--- src/hdl/lidar_bev_height_density_map_unit_defines.svh ---
// ----------------------------------------------------------------------------
// lidar bev map unit assertion macros
// shared assertion forms, clocked on i_clk and disabled during i_rst_n low
// ----------------------------------------------------------------------------
`ifndef LIDAR_BEV_HEIGHT_DENSITY_MAP_UNIT_DEFINES_SVH
`define LIDAR_BEV_HEIGHT_DENSITY_MAP_UNIT_DEFINES_SVH

// same-cycle implication
`define BEV_ASSERT_IMP(lbl, ante, cons, msg) \
    lbl: assert property (@(posedge i_clk) disable iff (!i_rst_n) (ante) |-> (cons)) \
        else $error(msg);

// next-cycle implication
`define BEV_ASSERT_NXT(lbl, ante, cons, msg) \
    lbl: assert property (@(posedge i_clk) disable iff (!i_rst_n) (ante) |=> (cons)) \
        else $error(msg);

`endif

--- src/hdl/bev_pkg.sv ---
// ----------------------------------------------------------------------------
// bev_pkg
// shared constants, types and the density table of the bev map unit
// ----------------------------------------------------------------------------
`default_nettype none

package bev_pkg;

    // grid geometry
    localparam int GRID_X = 1024;
    localparam int GRID_Y = 1024;
    localparam int SLICES = 5;
    localparam int CELLS  = GRID_X * GRID_Y;
    localparam int XW     = $clog2(GRID_X);
    localparam int YW     = $clog2(GRID_Y);
    localparam int AW     = $clog2(CELLS);
    localparam int SLW    = (SLICES > 1) ? $clog2(SLICES) : 1;

    // field widths
    localparam int COORD_W = 18;
    localparam int SIZE_W  = 16;
    localparam int NCELL_W = 11;
    localparam int CH_W    = 3;
    localparam int CIDX_W  = 10;
    localparam int VAL_W   = 8;
    localparam int COUNT_W = 6;
    localparam int CFG_AW  = 3;
    localparam int CFG_DW  = 18;
    localparam int COUNT_SAT = 32;
    localparam int DENS_TOP  = 31;

    // bound products
    localparam int LIMX_W = NCELL_W + SIZE_W;
    localparam int LIMZ_W = SIZE_W + $clog2(SLICES + 1);

    // shared divider
    localparam int DIV_NW = 27;
    localparam int DIV_DW = 18;
    localparam int DIV_QW = 11;
    localparam int DIV_KW = $clog2(DIV_QW + 1);
    localparam int DIV_SW = DIV_DW + DIV_QW - 1;

    // command queue
    localparam int Q_DEPTH = 2;
    localparam int QPW     = $clog2(Q_DEPTH);
    localparam int QCW     = $clog2(Q_DEPTH + 1);

    // action codes
    localparam logic [1:0] ACT_CLEAR = 2'd0;
    localparam logic [1:0] ACT_ADD   = 2'd1;
    localparam logic [1:0] ACT_READ  = 2'd2;

    // register indexes
    localparam logic [CFG_AW-1:0] REG_X_ORIGIN  = 3'd0;
    localparam logic [CFG_AW-1:0] REG_Y_ORIGIN  = 3'd1;
    localparam logic [CFG_AW-1:0] REG_Z_FLOOR   = 3'd2;
    localparam logic [CFG_AW-1:0] REG_Z_CEILING = 3'd3;
    localparam logic [CFG_AW-1:0] REG_CELL_SIZE = 3'd4;
    localparam logic [CFG_AW-1:0] REG_SLICE_SZ  = 3'd5;
    localparam logic [CFG_AW-1:0] REG_CELLS_X   = 3'd6;
    localparam logic [CFG_AW-1:0] REG_CELLS_Y   = 3'd7;

    // reset values
    localparam int RST_X_ORIGIN  = -30000;
    localparam int RST_Y_ORIGIN  = 0;
    localparam int RST_Z_FLOOR   = -2300;
    localparam int RST_Z_CEILING = 200;
    localparam int RST_CELL_SIZE = 100;
    localparam int RST_SLICE_SZ  = 500;
    localparam int RST_CELLS_X   = 600;
    localparam int RST_CELLS_Y   = 600;

    typedef struct packed {
        logic [COORD_W-1:0] x_origin;
        logic [COORD_W-1:0] y_origin;
        logic [COORD_W-1:0] z_floor;
        logic [COORD_W-1:0] z_ceiling;
        logic [SIZE_W-1:0]  cell_size;
        logic [SIZE_W-1:0]  slice_size;
        logic [NCELL_W-1:0] cells_x;
        logic [NCELL_W-1:0] cells_y;
        logic [LIMX_W-1:0]  lim_x;
        logic [LIMX_W-1:0]  lim_y;
        logic [LIMZ_W-1:0]  lim_z;
    } t_cfg;

    typedef enum logic [1:0] {
        OP_CLEAR,
        OP_ADD,
        OP_READ
    } t_op;

    typedef struct packed {
        t_op             op;
        logic [AW-1:0]   row;
        logic [SLW-1:0]  slice;
        logic [VAL_W-1:0] height;
        logic [CH_W-1:0] channel;
        logic            hit;
    } t_cmd;

    typedef struct packed {
        logic [COUNT_W-1:0]              count;
        logic [SLICES-1:0][VAL_W-1:0]    height;
    } t_row;

    localparam int ROW_W = $bits(t_row);

    typedef enum logic [2:0] {
        F_IDLE,
        F_CHECK,
        F_DIV_X,
        F_DIV_Y,
        F_DIV_Z,
        F_DIV_H,
        F_PUSH
    } t_fstate;

    typedef enum logic [1:0] {
        B_SWEEP,
        B_IDLE,
        B_MOD,
        B_RD
    } t_bstate;

    // floor(ln(2c) / 4.15888308336 * 255), saturated from 31 up
    function automatic logic [VAL_W-1:0] density_byte(input logic [COUNT_W-1:0] c);
        logic [VAL_W-1:0] v;
        case (c)
            6'd0:  v = 8'd0;
            6'd1:  v = 8'd42;
            6'd2:  v = 8'd84;
            6'd3:  v = 8'd109;
            6'd4:  v = 8'd127;
            6'd5:  v = 8'd141;
            6'd6:  v = 8'd152;
            6'd7:  v = 8'd161;
            6'd8:  v = 8'd169;
            6'd9:  v = 8'd177;
            6'd10: v = 8'd183;
            6'd11: v = 8'd189;
            6'd12: v = 8'd194;
            6'd13: v = 8'd199;
            6'd14: v = 8'd204;
            6'd15: v = 8'd208;
            6'd16: v = 8'd212;
            6'd17: v = 8'd216;
            6'd18: v = 8'd219;
            6'd19: v = 8'd223;
            6'd20: v = 8'd226;
            6'd21: v = 8'd229;
            6'd22: v = 8'd232;
            6'd23: v = 8'd234;
            6'd24: v = 8'd237;
            6'd25: v = 8'd239;
            6'd26: v = 8'd242;
            6'd27: v = 8'd244;
            6'd28: v = 8'd246;
            6'd29: v = 8'd248;
            6'd30: v = 8'd251;
            default: v = 8'd255;
        endcase
        return v;
    endfunction

endpackage

`default_nettype wire

--- src/hdl/bev_div.sv ---
// ----------------------------------------------------------------------------
// bev_div
// restoring divider, one quotient bit per cycle, quotient length per request
// ----------------------------------------------------------------------------
`default_nettype none

module bev_div (
    input  wire logic                          i_clk,
    input  wire logic                          i_rst_n,
    input  wire logic                          i_start,
    input  wire logic [bev_pkg::DIV_NW-1:0]    i_num,
    input  wire logic [bev_pkg::DIV_DW-1:0]    i_den,
    input  wire logic [bev_pkg::DIV_KW-1:0]    i_qbits,
    output logic                               o_done,
    output logic      [bev_pkg::DIV_QW-1:0]    o_quo
);

    logic                         r_busy;
    logic                         r_done;
    logic [bev_pkg::DIV_KW-1:0]   r_k;
    logic [bev_pkg::DIV_NW-1:0]   r_rem;
    logic [bev_pkg::DIV_SW-1:0]   r_den;
    logic [bev_pkg::DIV_QW-1:0]   r_q;
    logic                         ge;

    // the caller keeps the quotient inside i_qbits bits
    assign ge = {{(bev_pkg::DIV_SW - bev_pkg::DIV_NW){1'b0}}, r_rem} >= r_den;

    always_ff @(posedge i_clk) begin
        if (!i_rst_n) begin
            r_busy <= 1'b0;
            r_done <= 1'b0;
        end else begin
            r_done <= 1'b0;
            if (i_start) begin
                r_busy <= 1'b1;
            end else if (r_busy && r_k == '0) begin
                r_busy <= 1'b0;
                r_done <= 1'b1;
            end
        end
        if (i_start) begin
            r_rem <= i_num;
            r_den <= bev_pkg::DIV_SW'(i_den) << (i_qbits - bev_pkg::DIV_KW'(1));
            r_k   <= i_qbits - bev_pkg::DIV_KW'(1);
            r_q   <= '0;
        end else if (r_busy) begin
            if (ge) begin
                r_rem <= r_rem - r_den[bev_pkg::DIV_NW-1:0];
            end
            r_den <= r_den >> 1;
            r_k   <= r_k - bev_pkg::DIV_KW'(1);
            r_q   <= {r_q[bev_pkg::DIV_QW-2:0], ge};
        end
    end

    assign o_done = r_done;
    assign o_quo  = r_q;

endmodule

`default_nettype wire

--- src/hdl/bev_front.sv ---
// ----------------------------------------------------------------------------
// bev_front
// takes requests, checks the box, bins points and queues map commands
// ----------------------------------------------------------------------------
`default_nettype none

module bev_front (
    input  wire logic                           i_clk,
    input  wire logic                           i_rst_n,
    input  wire bev_pkg::t_cfg                  i_cfg,
    input  wire logic                           i_push,
    output logic                                o_full,
    input  wire logic [1:0]                     i_action,
    input  wire logic [bev_pkg::COORD_W-1:0]    i_x_mm,
    input  wire logic [bev_pkg::COORD_W-1:0]    i_y_mm,
    input  wire logic [bev_pkg::COORD_W-1:0]    i_z_mm,
    input  wire logic [bev_pkg::CH_W-1:0]       i_channel,
    input  wire logic [bev_pkg::CIDX_W-1:0]     i_cell_x,
    input  wire logic [bev_pkg::CIDX_W-1:0]     i_cell_y,
    output logic                                o_cmd_push,
    output bev_pkg::t_cmd                       o_cmd,
    input  wire logic                           i_cmd_full
);

    bev_pkg::t_fstate              r_state, n_state;
    logic [1:0]                    r_action, n_action;
    logic [bev_pkg::COORD_W-1:0]   r_x, n_x, r_y, n_y, r_z, n_z;
    logic [bev_pkg::CH_W-1:0]      r_ch, n_ch;
    logic [bev_pkg::CIDX_W-1:0]    r_cx, n_cx, r_cy, n_cy;
    logic [bev_pkg::DIV_DW-1:0]    r_dy, n_dy, r_dz, n_dz, r_span, n_span;
    logic [bev_pkg::XW-1:0]        r_xi, n_xi;
    logic [bev_pkg::YW-1:0]        r_yi, n_yi;
    logic [bev_pkg::SLW-1:0]       r_zi, n_zi;
    bev_pkg::t_cmd                 r_cmd, n_cmd;

    logic                          div_start, div_done;
    logic [bev_pkg::DIV_NW-1:0]    div_num;
    logic [bev_pkg::DIV_DW-1:0]    div_den;
    logic [bev_pkg::DIV_KW-1:0]    div_qbits;
    logic [bev_pkg::DIV_QW-1:0]    div_quo;

    logic signed [bev_pkg::COORD_W:0] dx, dy, dz, span;
    logic                          z_ok, xy_ok, add_ok, rd_hit;
    logic [bev_pkg::DIV_NW-1:0]    h_num;

    // box check on the held point
    always_comb begin
        dx   = $signed({r_x[bev_pkg::COORD_W-1], r_x})
             - $signed({i_cfg.x_origin[bev_pkg::COORD_W-1], i_cfg.x_origin});
        dy   = $signed({r_y[bev_pkg::COORD_W-1], r_y})
             - $signed({i_cfg.y_origin[bev_pkg::COORD_W-1], i_cfg.y_origin});
        dz   = $signed({r_z[bev_pkg::COORD_W-1], r_z})
             - $signed({i_cfg.z_floor[bev_pkg::COORD_W-1], i_cfg.z_floor});
        span = $signed({i_cfg.z_ceiling[bev_pkg::COORD_W-1], i_cfg.z_ceiling})
             - $signed({i_cfg.z_floor[bev_pkg::COORD_W-1], i_cfg.z_floor});
        z_ok = !dz[bev_pkg::COORD_W]
            && ($signed(r_z) < $signed(i_cfg.z_ceiling))
            && (bev_pkg::LIMZ_W'(dz[bev_pkg::COORD_W-1:0]) < i_cfg.lim_z);
        xy_ok = !dx[bev_pkg::COORD_W] && !dy[bev_pkg::COORD_W]
            && (bev_pkg::LIMX_W'(dx[bev_pkg::COORD_W-1:0]) < i_cfg.lim_x)
            && (bev_pkg::LIMX_W'(dy[bev_pkg::COORD_W-1:0]) < i_cfg.lim_y);
        add_ok = (i_cfg.cell_size != '0) && (i_cfg.slice_size != '0) && z_ok && xy_ok;
        rd_hit = (32'(r_ch) <= bev_pkg::SLICES) && (32'(r_cx) < bev_pkg::GRID_X)
            && (32'(r_cy) < bev_pkg::GRID_Y);
        // dz * 255
        h_num = (bev_pkg::DIV_NW'(r_dz) << 8) - bev_pkg::DIV_NW'(r_dz);
    end

    always_comb begin
        n_state   = r_state;
        n_action  = r_action;
        n_x       = r_x;
        n_y       = r_y;
        n_z       = r_z;
        n_ch      = r_ch;
        n_cx      = r_cx;
        n_cy      = r_cy;
        n_dy      = r_dy;
        n_dz      = r_dz;
        n_span    = r_span;
        n_xi      = r_xi;
        n_yi      = r_yi;
        n_zi      = r_zi;
        n_cmd     = r_cmd;
        div_start = 1'b0;
        div_num   = '0;
        div_den   = '0;
        div_qbits = '0;
        o_cmd_push = 1'b0;
        case (r_state)
            bev_pkg::F_IDLE: begin
                if (i_push) begin
                    n_action = i_action;
                    n_x      = i_x_mm;
                    n_y      = i_y_mm;
                    n_z      = i_z_mm;
                    n_ch     = i_channel;
                    n_cx     = i_cell_x;
                    n_cy     = i_cell_y;
                    n_state  = bev_pkg::F_CHECK;
                end
            end
            bev_pkg::F_CHECK: begin
                n_cmd = '0;
                case (r_action)
                    bev_pkg::ACT_CLEAR: begin
                        n_cmd.op = bev_pkg::OP_CLEAR;
                        n_state  = bev_pkg::F_PUSH;
                    end
                    bev_pkg::ACT_READ: begin
                        n_cmd.op      = bev_pkg::OP_READ;
                        n_cmd.hit     = rd_hit;
                        n_cmd.channel = r_ch;
                        n_cmd.row     = bev_pkg::AW'(r_cy) * bev_pkg::AW'(bev_pkg::GRID_X)
                                      + bev_pkg::AW'(r_cx);
                        n_state       = bev_pkg::F_PUSH;
                    end
                    bev_pkg::ACT_ADD: begin
                        if (add_ok) begin
                            n_dy      = dy[bev_pkg::DIV_DW-1:0];
                            n_dz      = dz[bev_pkg::DIV_DW-1:0];
                            n_span    = span[bev_pkg::DIV_DW-1:0];
                            div_start = 1'b1;
                            div_num   = bev_pkg::DIV_NW'(dx[bev_pkg::DIV_DW-1:0]);
                            div_den   = bev_pkg::DIV_DW'(i_cfg.cell_size);
                            div_qbits = bev_pkg::DIV_KW'(bev_pkg::DIV_QW);
                            n_state   = bev_pkg::F_DIV_X;
                        end else begin
                            n_state = bev_pkg::F_IDLE;
                        end
                    end
                    default: n_state = bev_pkg::F_IDLE;
                endcase
            end
            bev_pkg::F_DIV_X: begin
                if (div_done) begin
                    if (32'(div_quo) < bev_pkg::GRID_X) begin
                        n_xi      = bev_pkg::XW'(div_quo);
                        div_start = 1'b1;
                        div_num   = bev_pkg::DIV_NW'(r_dy);
                        div_den   = bev_pkg::DIV_DW'(i_cfg.cell_size);
                        div_qbits = bev_pkg::DIV_KW'(bev_pkg::DIV_QW);
                        n_state   = bev_pkg::F_DIV_Y;
                    end else begin
                        n_state = bev_pkg::F_IDLE;
                    end
                end
            end
            bev_pkg::F_DIV_Y: begin
                if (div_done) begin
                    if (32'(div_quo) < bev_pkg::GRID_Y) begin
                        n_yi      = bev_pkg::YW'(div_quo);
                        div_start = 1'b1;
                        div_num   = bev_pkg::DIV_NW'(r_dz);
                        div_den   = bev_pkg::DIV_DW'(i_cfg.slice_size);
                        div_qbits = bev_pkg::DIV_KW'(bev_pkg::SLW);
                        n_state   = bev_pkg::F_DIV_Z;
                    end else begin
                        n_state = bev_pkg::F_IDLE;
                    end
                end
            end
            bev_pkg::F_DIV_Z: begin
                if (div_done) begin
                    n_zi      = div_quo[bev_pkg::SLW-1:0];
                    div_start = 1'b1;
                    div_num   = h_num;
                    div_den   = r_span;
                    div_qbits = bev_pkg::DIV_KW'(bev_pkg::VAL_W);
                    n_state   = bev_pkg::F_DIV_H;
                end
            end
            bev_pkg::F_DIV_H: begin
                if (div_done) begin
                    n_cmd        = '0;
                    n_cmd.op     = bev_pkg::OP_ADD;
                    n_cmd.row    = bev_pkg::AW'(r_yi) * bev_pkg::AW'(bev_pkg::GRID_X)
                                 + bev_pkg::AW'(r_xi);
                    n_cmd.slice  = r_zi;
                    n_cmd.height = div_quo[bev_pkg::VAL_W-1:0];
                    n_state      = bev_pkg::F_PUSH;
                end
            end
            bev_pkg::F_PUSH: begin
                if (!i_cmd_full) begin
                    o_cmd_push = 1'b1;
                    n_state    = bev_pkg::F_IDLE;
                end
            end
            default: n_state = bev_pkg::F_IDLE;
        endcase
    end

    always_ff @(posedge i_clk) begin
        if (!i_rst_n) begin
            r_state <= bev_pkg::F_IDLE;
        end else begin
            r_state <= n_state;
        end
        r_action <= n_action;
        r_x      <= n_x;
        r_y      <= n_y;
        r_z      <= n_z;
        r_ch     <= n_ch;
        r_cx     <= n_cx;
        r_cy     <= n_cy;
        r_dy     <= n_dy;
        r_dz     <= n_dz;
        r_span   <= n_span;
        r_xi     <= n_xi;
        r_yi     <= n_yi;
        r_zi     <= n_zi;
        r_cmd    <= n_cmd;
    end

    assign o_full = (r_state != bev_pkg::F_IDLE);
    assign o_cmd  = r_cmd;

    bev_div u_div (
        .i_clk   (i_clk),
        .i_rst_n (i_rst_n),
        .i_start (div_start),
        .i_num   (div_num),
        .i_den   (div_den),
        .i_qbits (div_qbits),
        .o_done  (div_done),
        .o_quo   (div_quo)
    );

endmodule

`default_nettype wire

--- config.mk ---
export PLATFORM = sky130hd
export DESIGN_NAME = bev_front
export DESIGN_NICKNAME = d
export VERILOG_FILES = /design/src/hdl/lidar_bev_height_density_map_unit_defines.svh /design/src/hdl/bev_pkg.sv /design/src/hdl/bev_div.sv /design/src/hdl/bev_front.sv
export SDC_FILE = /design/constraint.sdc
export NUM_CORES = 1
export LEC_CHECK = 0
export BUFFER_PORTS_ARGS = -buffer_cell sky130_fd_sc_hd__buf_2
export CAP_MARGIN = 40
export CORE_MARGIN = 2
export CORE_UTILIZATION = 57
export DETAILED_ROUTE_END_ITERATION = 6
export HOLD_SLACK_MARGIN = 0.15
export PLACE_DENSITY = 0.79
export SKIP_LAST_GASP = 1
export SYNTH_ARGS = -nofsm -noshare
export SYNTH_HDL_FRONTEND = slang
export SYNTH_HIERARCHICAL = 1
export SYNTH_SLANG_ARGS = --single-unit
export TNS_END_PERCENT = 5
--- constraint.sdc ---
create_clock -name i_clk -period 15.37 [get_ports i_clk]
set_input_delay 1.537 -clock i_clk [delete_from_list [all_inputs] [get_ports i_clk]]
set_output_delay 1.537 -clock i_clk [all_outputs]
set_load 0.01 [all_outputs]
-- Word level (Yosys, flattened, before mapping)
Index checks and enable logic that the tools add are counted.
Widths: inputs -> output; s select.
- output and inout bits: 39
- register bits: 268
- logic and storage cells: 150
- input bits: 282
- shift-type cells: 1
- order comparisons: 7
- bitwise operators: 1
- reduce and logical (&&, ||, !) cells: 33
- eq/ne operators: 14
- $add $sub $neg: 10
- muxes and demuxes: 58
- operators with widths (kind ; number):
    $mux 18 ; 7
    $mux 27 ; 4
    $pmux 27 s4 ; 1
    $mux 16 ; 6
    $pmux 37 s2 ; 1
    $pmux 18 s4 ; 1
    $sub 18x18->19 ; 3
    $mux 28 ; 2
    $lt 18x27->1 ; 2
    $add 20x10->20 ; 2
    $mux 37 ; 1
    $mux 4 ; 8
    $reduce_bool 16->1 ; 2
    $ge 27x28->1 ; 1
    $shl 18x4->28 ; 1
    $sub 26x18->27 ; 1
    $sub 27x27->27 ; 1
    $mux 3 ; 7
    $pmux 3 s7 ; 1
    $mux 20 ; 1
    $lt 18x19->1 ; 1
    $lt 18x18->1 ; 1
    $sub 18x18->18 ; 1
    $pmux 4 s4 ; 1
    26 further kinds ; 67

-- Logic depth before layout (Yosys ltp)
Gate-level depths: netlist of run 1.
- depth in word-level cells: 12
- depth in mapped cells: 34
- depth with buffers taken out: 30

-- Modules after synthesis
The synthesis of run 1 kept the hierarchy.
- by module, submodules not included (module ; area each (um^2) ; instances ; seq. area each (um^2) ; cells each):
    bev_front ; 13231.4 ; 1 ; 5855.6 ; 1281
    bev_div ; 5410.2 ; 1 ; 2031.9 ; 575

-- Worst setup path after synthesis of run 1
Ideal clock, no wire load.
- path type: input to register
- start: in i_cfg[182] (netlist bit)
- end: reg r_dy[0] (netlist bit), enable pin
- required time: 14.903 ns
- path buffers: 1
- path slack: 7.455 ns
- setup time: 0.467 ns
- stages: 20
- arrival time: 7.448 ns
- cell sequence: inv_1 > ha_1 > nor2b_1 > o31a_1 > or4b_1 > a31oi_4 > o31ai_2 > a31oi_1 > xnor2_1 > inv_1 > ha_1 > and3_1 > nand4_1 > o2111ai_1 > nor4_1 > o2111ai_1 > nor4_4 > nand2_2 > buf_6 > nor2_1
- longest elaborated chain between the ends: 7
- elaborated cells between the ends (all ways): 8
- those cells by class: add/sub (1); order compare (1); reduce/logical (6)
- RTL lines (what ; RTL line ; RTL):
    from (decl) ; bev_front.sv:10 ; input wire bev_pkg::t_cfg i_cfg,
    $sub 18x18->19 (*) ; bev_front.sv:49 ; - $signed({i_cfg.x_origin[bev_pkg::COORD_W-1], i_cfg.x_origin});
    branches (longest 2 deep; another with $lt 18x27->1) ; -- ;
    $logic_and 1x1->1 (*) ; bev_front.sv:60 ; && (bev_pkg::LIMX_W'(dx[bev_pkg::COORD_W-1:0]) < i_cfg.lim_x)
    $logic_and 1x1->1 (*) ; bev_front.sv:61 ; && (bev_pkg::LIMX_W'(dy[bev_pkg::COORD_W-1:0]) < i_cfg.lim_y);
    $logic_and 1x1->1 (*) ; bev_front.sv:62 ; add_ok = (i_cfg.cell_size != '0) && (i_cfg.slice_size != '0) && z_ok && xy_ok;
    $reduce_and 3->1 (no source line) (*) ; -- ;
    to (signal assigned) ; bev_front.sv:207 ; r_dy <= n_dy;
    to (decl) ; bev_front.sv:30 ; logic [bev_pkg::DIV_DW-1:0] r_dy, n_dy, r_dz, n_dz, r_span, n_span;
Mark *: on every way between the ends.
A chain may end at the register's enable or synchronous reset.

-- Final worst setup path of run 1
- start: in i_cfg[145] (netlist bit)
- end: reg u_div/r_den[15] (netlist bit) (data pin)
- elaborated cells between the ends (all ways): 19
- those cells by class: add/sub (2); order compare (1); shift (1); mux (10); reduce/logical (5)
- RTL lines (what ; RTL line ; RTL):
    $sub 18x18->19 ; bev_front.sv:53 ; - $signed({i_cfg.z_floor[bev_pkg::COORD_W-1], i_cfg.z_floor});
    named net dz (one bit) ; bev_front.sv:42 ; logic signed [bev_pkg::COORD_W:0] dx, dy, dz, span;
    $lt 18x19->1 ; bev_front.sv:58 ; && (bev_pkg::LIMZ_W'(dz[bev_pkg::COORD_W-1:0]) < i_cfg.lim_z);
    $logic_and 1x1->1 ; bev_front.sv:58 ;
    $logic_and 1x1->1 (2 in series) ; bev_front.sv:62 ;
    $mux 4 ; bev_front.sv:119 ; if (add_ok) begin
    $mux 4 ; bev_front.sv:105 ; case (r_action)
    $pmux 4 s4 ; bev_front.sv:90 ; case (r_state)
    named net div_qbits (one bit) ; bev_front.sv:39 ; logic [bev_pkg::DIV_KW-1:0] div_qbits;
    $sub 4x1->4 ; bev_div.sv:44 ; r_den <= bev_pkg::DIV_SW'(i_den) << (i_qbits - bev_pkg::DIV_KW'(1));
    $shl 18x4->28 ; bev_div.sv:44 ;
    $mux 28 ; bev_div.sv:42 ; if (i_start) begin
    to (signal assigned) ; bev_div.sv:44 ;
    to (signal assigned) ; bev_div.sv:51 ; r_den <= r_den >> 1;
    to (decl) ; bev_div.sv:22 ; logic [bev_pkg::DIV_SW-1:0] r_den;
The timed path passes the listed nets, and every way through them passes these cells.

==> impl.org, run 1 <==
** Placement
- Final GP Congestion :: 1.01
- HPWL reported at the end of detailed placement :: 40.0 mm
- Buffers placed on the I/O ports in this run total 298.

** STA
- Final setup fails :: 0
- Hold WS :: 0.508 ns
- After layout, the worst path uses 53.2% of the clock period.
- Final hold viol count :: 0
- Time the worst path needs with I/O delays and setup :: 8.17 ns
- Headroom to the max-slew limit came out at 42.3%.
- For the pin with the worst max-slew slack, the measured transition is 0.865 ns.
- Summed over all failing endpoints, the final setup total negative slack is 0 ns.
- Static timing analysis puts the maximum clock frequency at 122 MHz.
- Setup repair after global routing left no endpoint under its margin.
- Count of final max-slew check failures :: 0
- Between clock sinks in the finished design, the worst skew comes to 0.0178 ns.

** Synthesis
- Cell types occupying the most area after synthesis :: sky130_fd_sc_hd__edfxtp_1 (41%), sky130_fd_sc_hd__ha_1 (12%), sky130_fd_sc_hd__inv_1 (4.7%)
- Yosys reg bits :: 268
- Cells after Synth :: 1856
- Number of distinct library cells after synthesis :: 94
- Yosys printed 6 warnings.
- Async SR Flop Fraction :: 0%
- Synth top area share :: 40.6%
- Post-Synthesis Mean Instance Area :: 10.0 µm²
- Sequential-to-total area share from yosys stat :: 42.3%
- EDFF count, synth :: 252
- In the synthesized netlist the dominant register cell turns out to be sky130_fd_sc_hd__edfxtp_1.
- Of all cell types, the one taking the most synthesized area is sky130_fd_sc_hd__edfxtp_1.
- Summing every instance area after synthesis gives 0.0186 mm².

** GRT
- First-pass GRT wire length :: 78.8 mm
- The number of antenna violations at the first check in global routing was 5.
- Entering global routing, the biggest net connects 94 pins.
- Via count of the first global-routing pass :: 15608
- Across every metal layer, demand over resource in global routing totals 29.5%.
- Total grt overflow :: 0

** Setup path
- R2R setup slack :: 7.80 ns
- The worst setup path is launched from an input pin.
- Number of buffers and inverters on the critical path :: 3
- Required @ worst endpoint :: 15.69 ns
- Crit path max-delay cell type :: sky130_fd_sc_hd__fa_1
- In this run the critical register-to-register path is launched from r_z[0].
- STA classifies the critical path endpoint as a register.
- Arrival time at the worst endpoint :: 8.50 ns
- On the worst path, the slowest cell contributes a delay of 0.43 ns.
- The kind of cell with the highest combined delay along the critical path is compound AO/OA/AOI/OAI gates.
- Cell depth of the worst flop-to-flop path :: 29
- Along the worst path, the maximum fanout reaches 19.
- The worst setup path is of the in -> reg kind.
- Reg2Reg Capture Point :: u_div/r_den[15]

** CTS
- After clock tree synthesis, the repair step resized 0 gates.
- Clock-pin slew on the worst setup and hold paths :: 0.06 ns
- CTS tree :: done
- The clock net in this run drives a total of 268 sinks.
- Clock tree root driver cell :: sky130_fd_sc_hd__clkbuf_16
- Counting the buffers created by CTS gives 31.
- In this run the number of H-tree levels came out at 1.
- Later-pin clock latency in the skew report :: 0.59 ns
- Maximum buffer depth of the clock tree :: 3
- Hold repair after CTS inserted 0 buffers.
- In this run the post-CTS setup repair buffer count came out at 0.

** Detailed routing
- Router iterations before antenna repair :: 6
- Initial DRC count :: 1165
- In the routed layout, each cell is associated on average with a via count of 6.01.
- Wire length per cell :: 19.5 µm
- Final antenna-violating net count :: 0
- In the routed design, unresolved DRC markers number 0.
- The routed layout has 15757 vias.
- Detailed-route wire length :: 51.0 mm

** Floorplan
- I/O pin count :: 321
- The floorplan has 66 rows.
- The floorplan step defined a die boundary enclosing 0.0342 mm².
- Core Region :: 0.0324 mm²
- The die is 185 µm tall.
- The initial utilization of the core area, before any placement, comes to 57.6%.
- The floorplan step set the die width to 185 µm.

** Worst hold path
- Worst hold path depth :: 2
- The startpoint identified for the worst hold timing path is u_div/o_quo[10].
- For hold timing, the worst endpoint is u_div/o_quo[10].
- The min-delay analysis places its worst path in the category reg -> reg.

** Pwr
- Summed over all cells, the static leakage comes to 9.39 nW.
- Pwr/cell area :: 122 mW/mm²
- Maximum vdd drop :: 115 µV

** Flow run
- Across the run, the number of max-cap violations was 0.

** Layout
- Of the cells placed in the final design, the portion with a size suffix greater than 1 is 19.6%.
- Signed area change from the synthesized netlist to the final layout :: 16.4%
- The library cell used most frequently in the layout, excluding fill and tap cells, is sky130_fd_sc_hd__buf_2.
- The library cells used most frequently in the layout, excluding fill and tap cells, are sky130_fd_sc_hd__buf_2 (298), sky130_fd_sc_hd__edfxtp_1 (252), sky130_fd_sc_hd__inv_1 (232).
- Number of nets at the end of the flow :: 2618

** Status
- The flow ran to the end, and the final reports show no timing, DRC or antenna violations.
state kept, by name, summed over array words and instances, names as in the netlist:
register      flops
u_div/o_done      1
r_yi             10
r_dz             18
r_z              18
r_cy             10
u_div/r_k         4
u_div/o_quo      11
r_zi              3
r_x              18
r_dy             18
u_div/r_rem      27
u_div/r_busy      1
r_state           3
r_ch              3
r_xi             10
u_div/r_den      28
r_cx             10
r_span           18
r_y              18
r_action          2
o_cmd            37
logic make-up (layout without fill, tap and decap cells):
| group | Yosys count | in the layout | share of synthesized area [%] |
|---|---|---|---|
| AO/OA/AOI/OAI | 512 | 512 | 18.7 |
| XOR/XNOR | 98 | 98 | 4.60 |
| adder cells (fa/ha/maj) | 185 | 185 | 12.6 |
| buffers and inverters | 290 | 608 | 6.12 |
| flip-flops | 268 | 268 | 42.3 |
| multiplexers | 56 | 56 | 3.85 |
| other | 1 | 8 | 0.0201 |
| AND/OR/NAND/NOR | 446 | 446 | 11.8 |
synth_stat cells, types with 9 or more instances:
cell,instances
sky130_fd_sc_hd__a221oi_1,11
sky130_fd_sc_hd__o22ai_1,10
sky130_fd_sc_hd__clkbuf_1,40
sky130_fd_sc_hd__nand2b_1,12
sky130_fd_sc_hd__o21bai_1,12
sky130_fd_sc_hd__a21o_1,41
sky130_fd_sc_hd__a211o_1,9
sky130_fd_sc_hd__nor3_1,40
sky130_fd_sc_hd__o21ai_0,105
sky130_fd_sc_hd__o21a_1,17
sky130_fd_sc_hd__a22oi_1,19
sky130_fd_sc_hd__nand2_1,128
sky130_fd_sc_hd__a21oi_1,118
sky130_fd_sc_hd__ha_1,180
sky130_fd_sc_hd__mux4_2,12
sky130_fd_sc_hd__nor2_1,98
sky130_fd_sc_hd__or3_1,9
sky130_fd_sc_hd__a31oi_1,21
sky130_fd_sc_hd__nor4_1,14
sky130_fd_sc_hd__nor2b_1,26
sky130_fd_sc_hd__edfxtp_1,252
sky130_fd_sc_hd__nand4_1,23
sky130_fd_sc_hd__a21boi_0,11
sky130_fd_sc_hd__o31ai_1,14
sky130_fd_sc_hd__a22o_1,20
sky130_fd_sc_hd__a211oi_1,18
sky130_fd_sc_hd__mux2i_1,38
sky130_fd_sc_hd__xor2_1,28
sky130_fd_sc_hd__dfxtp_1,16
sky130_fd_sc_hd__inv_1,232
sky130_fd_sc_hd__xnor2_1,70
sky130_fd_sc_hd__a222oi_1,9
sky130_fd_sc_hd__nand3_1,29
sky130_fd_sc_hd__o21ai_1,12
sky130_fd_sc_hd__and3_1,25
sky130_fd_sc_hd__and2_1,12
stage by stage:
| stage | power (mW) | std cells | instance area [µm²] | worst slack, ns | util, % |
|---|---|---|---|---|---|
| detailed placement | 1.92 | 2559 | 20700 | 6.25 | 63.8 |
| CTS | 2.64 | 2617 | 21700 | 6.84 | 66.9 |
| floorplan | 1.63 | 1858 | 18600 | 7.45 | - |
| finish | 2.64 | 2623 | 21700 | 7.20 | 67.0 |
| global route | 2.78 | 2622 | 21700 | 6.96 | 67.0 |
| global placement | 1.86 | 2552 | 20600 | 6.52 | 63.5 |
worst register-to-register path, delay by kind of cell, from the launching register on:
kind / cells / cell delay (ns)
buffers and inverters: 3 / 0.22
flip-flops: 1 / 0.39
XOR/XNOR: 1 / 0.21
AO/OA/AOI/OAI: 13 / 3.19
multiplexers: 3 / 0.78
AND/OR/NAND/NOR: 5 / 1.19
adder cells (fa/ha/maj): 4 / 1.31
metal layers:
metal | part of all wire (%) | global-route usage [%]
met5 | 0.029 | 0
met4 | 5.9 | 16.3
met3 | 6.6 | 3.64
met2 | 48 | 50.5
met1 | 39 | 36.3
cell type report:
type	instances	area, µm²
clock buffer	42	827
timing repair buffer	317	1700
multi-input combinational	1300	9680
antenna	5	12.5
tap	442	553
clock inverter	16	161
sequential	268	7890
inverter	233	875
fill	2513	10700
worst max path at each step:
stage / slack, ns / cells past startpoint / startpoint / end
4_1_cts: 6.84 / 29 / i_cfg[145] / u_div/r_den[15]
3_5_place_dp: 6.25 / 29 / i_cfg[145] / u_div/r_den[15]
5_1_grt: 6.96 / 29 / i_cfg[145] / u_div/r_den[15]
2_1_floorplan: 7.45 / 20 / i_cfg[182] / r_dy[0]
6_report: 7.20 / 29 / i_cfg[145] / u_div/r_den[15]
3_3_place_gp: 6.52 / 27 / i_cfg[181] / u_div/r_den[15]
power by group:
group | switching, mW | internal, mW
registers | 0.0463 | 0.952
logic | 0.554 | 0.373
clock network | 0.306 | 0.412
total | 0.906 | 1.74
(Power assumes the default switching activity.)
==> inputs of run 2 (changes only) <==
--- a/config.mk
+++ b/config.mk
@@ -5,6 +5,7 @@
 export SDC_FILE = /design/constraint.sdc
 export NUM_CORES = 1
 export LEC_CHECK = 0
+export ABC_AREA = 1
 export BUFFER_PORTS_ARGS = -buffer_cell sky130_fd_sc_hd__buf_2
 export CAP_MARGIN = 40
 export CORE_MARGIN = 2
==> constraint.sdc (replaced) <==
create_clock -name i_clk -period 8.5 [get_ports i_clk]
set_input_delay 0.85 -clock i_clk [delete_from_list [all_inputs] [get_ports i_clk]]
set_output_delay 0.85 -clock i_clk [all_outputs]
set_load 0.01 [all_outputs]
==> run 2 against run 1 <==
Effect of this change:
- cell count rose by 22%
- worst hold slack got worse by 0.074 ns
- first-iteration DRC count fell by 2.5%
- register-to-register slack got worse by 5.9 ns
- sequential cell count did not move
- cell area rose by 2.9%
==> impl.org, run 2 <==
** Layout
- Fill count :: 2814 (was 2513)
- Signed area change from the synthesized netlist to the final layout :: 15.4% (was 16.4%)
- The layout net count came to 3185 (was 2618).
- The most frequent standard cell in the layout excluding fill and tap cells was sky130_fd_sc_hd__nand2_1 (was sky130_fd_sc_hd__buf_2).
- The area taken by multi-input logic gates came to 0.00971 mm² (was 0.00968 mm²).
- Number of flip-flops in the largest register :: 37 (unchanged)
- The fraction of the core area covered by cells at the end of the flow came to 66.8% (was 67.0%).
- The fraction of layout cells with a size suffix above 1 came to 14.7% (was 19.6%).
- The number of cells in the finished layout apart from fillers was 3189 (was 2623).
- The number of antenna cells inserted came to 0 (was 5).
- Register Area :: 0.00789 mm² (unchanged)
- Final instance area :: 0.0223 mm² (was 0.0217 mm²)
- Highest-count cells in the layout ignoring fill and taps: sky130_fd_sc_hd__nand2_1 (655), sky130_fd_sc_hd__inv_1 (407), sky130_fd_sc_hd__buf_2 (298) (was sky130_fd_sc_hd__buf_2 (298), sky130_fd_sc_hd__edfxtp_1 (252), sky130_fd_sc_hd__inv_1 (232)).

** Detailed routing
- Final antenna-violating net count :: 0 (unchanged)
- The detail-routed via count per cell came to 5.46 (was 6.01).
- Router iterations before antenna repair :: 6 (unchanged)
- The final routed wire length divided by cell count was 16.4 µm (was 19.5 µm).
- Detailed-route wire length :: 52.2 mm (was 51.0 mm)
- The DRC violation count after routing is 0 (unchanged).
- The total vias in the final route came to 17400 (was 15757).
- Initial DRC count :: 1136 (was 1165)

** Synthesis
- Async SR Flop Fraction :: 0% (unchanged)
- Number of distinct library cells after synthesis :: 57 (was 94)
- The post-synthesis sequential area ratio came to 40.8% (was 42.3%).
- Most frequent cell after synthesis :: sky130_fd_sc_hd__nand2_1 (was sky130_fd_sc_hd__edfxtp_1)
- The flip-flop and latch count after synthesis was 268 (unchanged).
- The share of the synthesized area in compound gates (AO/OA/AOI/OAI) was 11.8% (was 18.7%).
- Post-Synthesis Mean Instance Area :: 8.01 µm² (was 10.0 µm²)
- The number of synthesis warnings is 6 (unchanged).
- Combinational family with the most area after synthesis :: simple AND/OR/NAND/NOR gates (was compound AO/OA/AOI/OAI gates)
- EDFF count, synth :: 252 (unchanged)
- The simple-gate area share of the yosys netlist came to 22.6% (was 11.8%).
- Synthesized-area fraction occupied by xor and xnor cells :: 3.39% (was 4.60%)
- Cells after Synth :: 2415 (was 1856)
- The cell area after synthesis came to 0.0194 mm² (was 0.0186 mm²).
- Mux cell area share after synthesis :: 0% (was 3.85%)
- The cell accounting for the most synthesized area is sky130_fd_sc_hd__edfxtp_1 (unchanged).
- The area fraction of the dominant cell type after synthesis came to 39.1% (was 40.6%).
- Cell types occupying the most area after synthesis: sky130_fd_sc_hd__edfxtp_1 (39%), sky130_fd_sc_hd__nand2_1 (13%), sky130_fd_sc_hd__ha_1 (12%) (was sky130_fd_sc_hd__edfxtp_1 (41%), sky130_fd_sc_hd__ha_1 (12%), sky130_fd_sc_hd__inv_1 (4.7%)).
- Post-synth top cells: sky130_fd_sc_hd__nand2_1 (655), sky130_fd_sc_hd__inv_1 (407), sky130_fd_sc_hd__edfxtp_1 (252) (was sky130_fd_sc_hd__edfxtp_1 (252), sky130_fd_sc_hd__inv_1 (232), sky130_fd_sc_hd__ha_1 (180)).
- Ys flop type :: sky130_fd_sc_hd__edfxtp_1 (unchanged)
- Adder-cell share of the synthesized area :: 12.2% (was 12.6%)

** STA
- Based on the critical path, the design can be clocked at up to 151 MHz.
- Final hold viol count :: 0 (unchanged)
- Total negative slack :: 0 ns (unchanged)
- Time the worst path needs with I/O delays and setup :: 6.63 ns
- The final number of setup-violating endpoints is 0 (unchanged).
- RSZ-0062 raised after global routing :: no (unchanged)
- Worst clock skew :: 0.0187 ns (was 0.0178 ns)
- The transition time at the pin with the least slew margin is 0.805 ns (was 0.865 ns).
- Count of final max-slew check failures :: 0 (unchanged)
- Max-slew headroom :: 46.4% (was 42.3%)
- Final worst path period share :: 78.0%

** Pwr
- The ratio of total power to cell area was 215 mW/mm² (was 122 mW/mm²).
- Maximum vdd drop :: 184 µV (was 115 µV)
- Cell leakage power :: 10.8 nW (was 9.39 nW)

** Setup path
- The path depth of the worst reg2reg path came to 35 (was 29).
- Number of buffers and inverters on the critical path :: 9 (was 3)
- Critical path class :: reg -> reg (was in -> reg)
- Top fanout value on the critical path :: 22 (was 19)
- The reg2reg setup slack came to 1.87 ns (was 7.80 ns).
- The slowest cell on the critical path is sky130_fd_sc_hd__ha_1 (was sky130_fd_sc_hd__fa_1).
- The category of the worst setup path launch point is a register (was input pin).
- Required @ worst endpoint :: 8.79 ns (was 15.69 ns)
- Max stage delay on crit path :: 0.59 ns (was 0.43 ns)
- Sort of element at the end of the critical path :: register (unchanged)
- The capture point of the worst reg-to-reg path is u_div/r_den[6] (was u_div/r_den[15]).
- The arrival time reported for the critical path endpoint came to 6.92 ns (was 8.50 ns).
- The top cell family by delay on the critical path is simple AND/OR/NAND/NOR gates (was compound AO/OA/AOI/OAI gates).
- The worst reg2reg path startpoint was r_x[0] (was r_z[0]).

** CTS
- The clock-pin slew on the worst setup and hold paths is 0.06 ns (about the same).
- The CTS tree was done (unchanged).
- The number of sinks driven by the clock tree came to 268 (unchanged).
- Clock tree root driver cell :: sky130_fd_sc_hd__clkbuf_16 (unchanged)
- The count of hold-fix buffers inserted at cts was 0 (unchanged).
- Setup repair bufs after CTS :: 0 (unchanged)
- The clock insertion delay at the later pin of the skew report came to 0.59 ns (about the same).
- Number of H-tree branching levels :: 1 (unchanged)
- The number of buffers between clock root and the deepest sink came to 3 (unchanged).
- The number of buffers created by CTS is 29 (was 31).
- Cts repair resizes :: 0 (unchanged)

** Worst hold path
- Launch point of the worst hold path :: i_cell_x[8] (was u_div/o_quo[10])
- The worst-case hold path end point was r_cx[8] (was u_div/o_quo[10]).
- The number of cells on the worst hold path came to 1 (was 2).
- The worst hold path class is in -> reg (was reg -> reg).

** GRT
- Number of antenna violations at the first check in global routing :: 0 (was 5)
- The total global routing track utilization was 29.2% (was 29.5%).
- First-pass GRT wire length :: 82.9 mm (was 78.8 mm)
- Via count of the first global-routing pass :: 16687 (was 15608)
- The remaining global-route overflow came to 0 (unchanged).
- Maximum number of pins on one net before global-route repair :: 69 (was 94)

** Placement
- HPWL reported at the end of detailed placement :: 41.6 mm (was 40.0 mm)
- The routability congestion estimate from global placement is 0.966 (was 1.01).
- Cell area after placement :: 0.0214 mm² (was 0.0207 mm²)
- Port-buffer cells :: 298 (unchanged)
- The number of cells in the design after placement is 3135 (was 2559).

** Floorplan
- The width of the die was 188 µm (was 185 µm).
- The initial core utilization is 57.9% (was 57.6%).
- The placeable core region is 0.0334 mm² (was 0.0324 mm²).
- The height of the die came to 188 µm (was 185 µm).
- The floorplan row count came to 67 (was 66).
- The overall die area came to 0.0354 mm² (was 0.0342 mm²).
- The total I/O pin count came to 321 (unchanged).

** Status
- Outcome :: completed (unchanged)

** Flow run
- Count of maximum capacitance violations :: 0 (unchanged)
==> run 2: cell types whose count changed after synthesis, sizes merged, moves of 26 or more <==
cell / previous run / this run
inv: 233 / 411
xnor2: 70 / 29
nand3: 29 / 117
a21o: 42 / 12
nand2: 129 / 660
nor2: 98 / 182
nor2b: 26 / 0
mux2i: 38 / 0
==> run 2: worst max path at each step <==
| stage | startpoint | endpoint | slack [ns] | cells past startpoint |
|---|---|---|---|---|
| after global placement | i_cfg[145] | u_div/r_den[19] | 1.44 | 29 |
| after detailed placement | i_cfg[145] | u_div/r_den[19] | 1.33 | 29 |
| after CTS | r_z[0] | u_div/r_den[19] | 1.85 | 29 |
| after global routing | r_z[0] | u_div/r_den[6] | 1.24 | 31 |
| after floorplan | i_cfg[181] | u_div/r_den[18] | 3.07 | 36 |
| final | r_x[0] | u_div/r_den[6] | 1.87 | 35 |
==> run 2: where the power goes <==
part           internal (mW)  switching, mW
sequential              1.73         0.0810
combinational          0.632           1.07
clock                  0.730          0.554
==> run 2: area by class of cell <==
class | count | share of cell area (%)
repair buffers | 312 | 7.33
multi-input cells | 1694 | 43.5
clock inverters | 18 | 0.790
inverters | 413 | 6.98
well taps | 448 | 2.51
clock buffers | 36 | 3.55
flip-flops and latches | 268 | 35.3
==> run 2: stage by stage <==
stage / hold WS (ns) / worst slack [ns] / power [mW]
finish: 0.435 / 1.87 / 4.80
global route: 0.416 / 1.24 / 5.09
CTS: 0.408 / 1.85 / 4.81
detailed placement: 0.466 / 1.33 / 3.52
global placement: 0.450 / 1.44 / 3.42
floorplan: 0.426 / 3.07 / 3.00
==> run 2: routing by layer <==
layer | wire [µm] | track usage [%] | vias to the layer above | share of wire [%]
met3 | 3560 | 3.78 | 127 | 6.8
met5 | 0 | 0 | - | 0
met4 | 1940 | 10.4 | 0 | 3.7
li1 | - | - | 8660 | -
met2 | 24800 | 50.0 | 678 | 48
met1 | 21900 | 38.0 | 7935 | 42
==> run 2: cells by family (layout without fill, tap and decap cells) <==
logic type | after synthesis | count (layout)
and+or+nand+nor | 1048 | 1048
DFF | 268 | 268
other | 1 | 2
buffers and inverters | 454 | 779
xor gates and xnor gates | 72 | 72
AOI/OAI and AO/OA | 387 | 387
adders and majority gates | 185 | 185
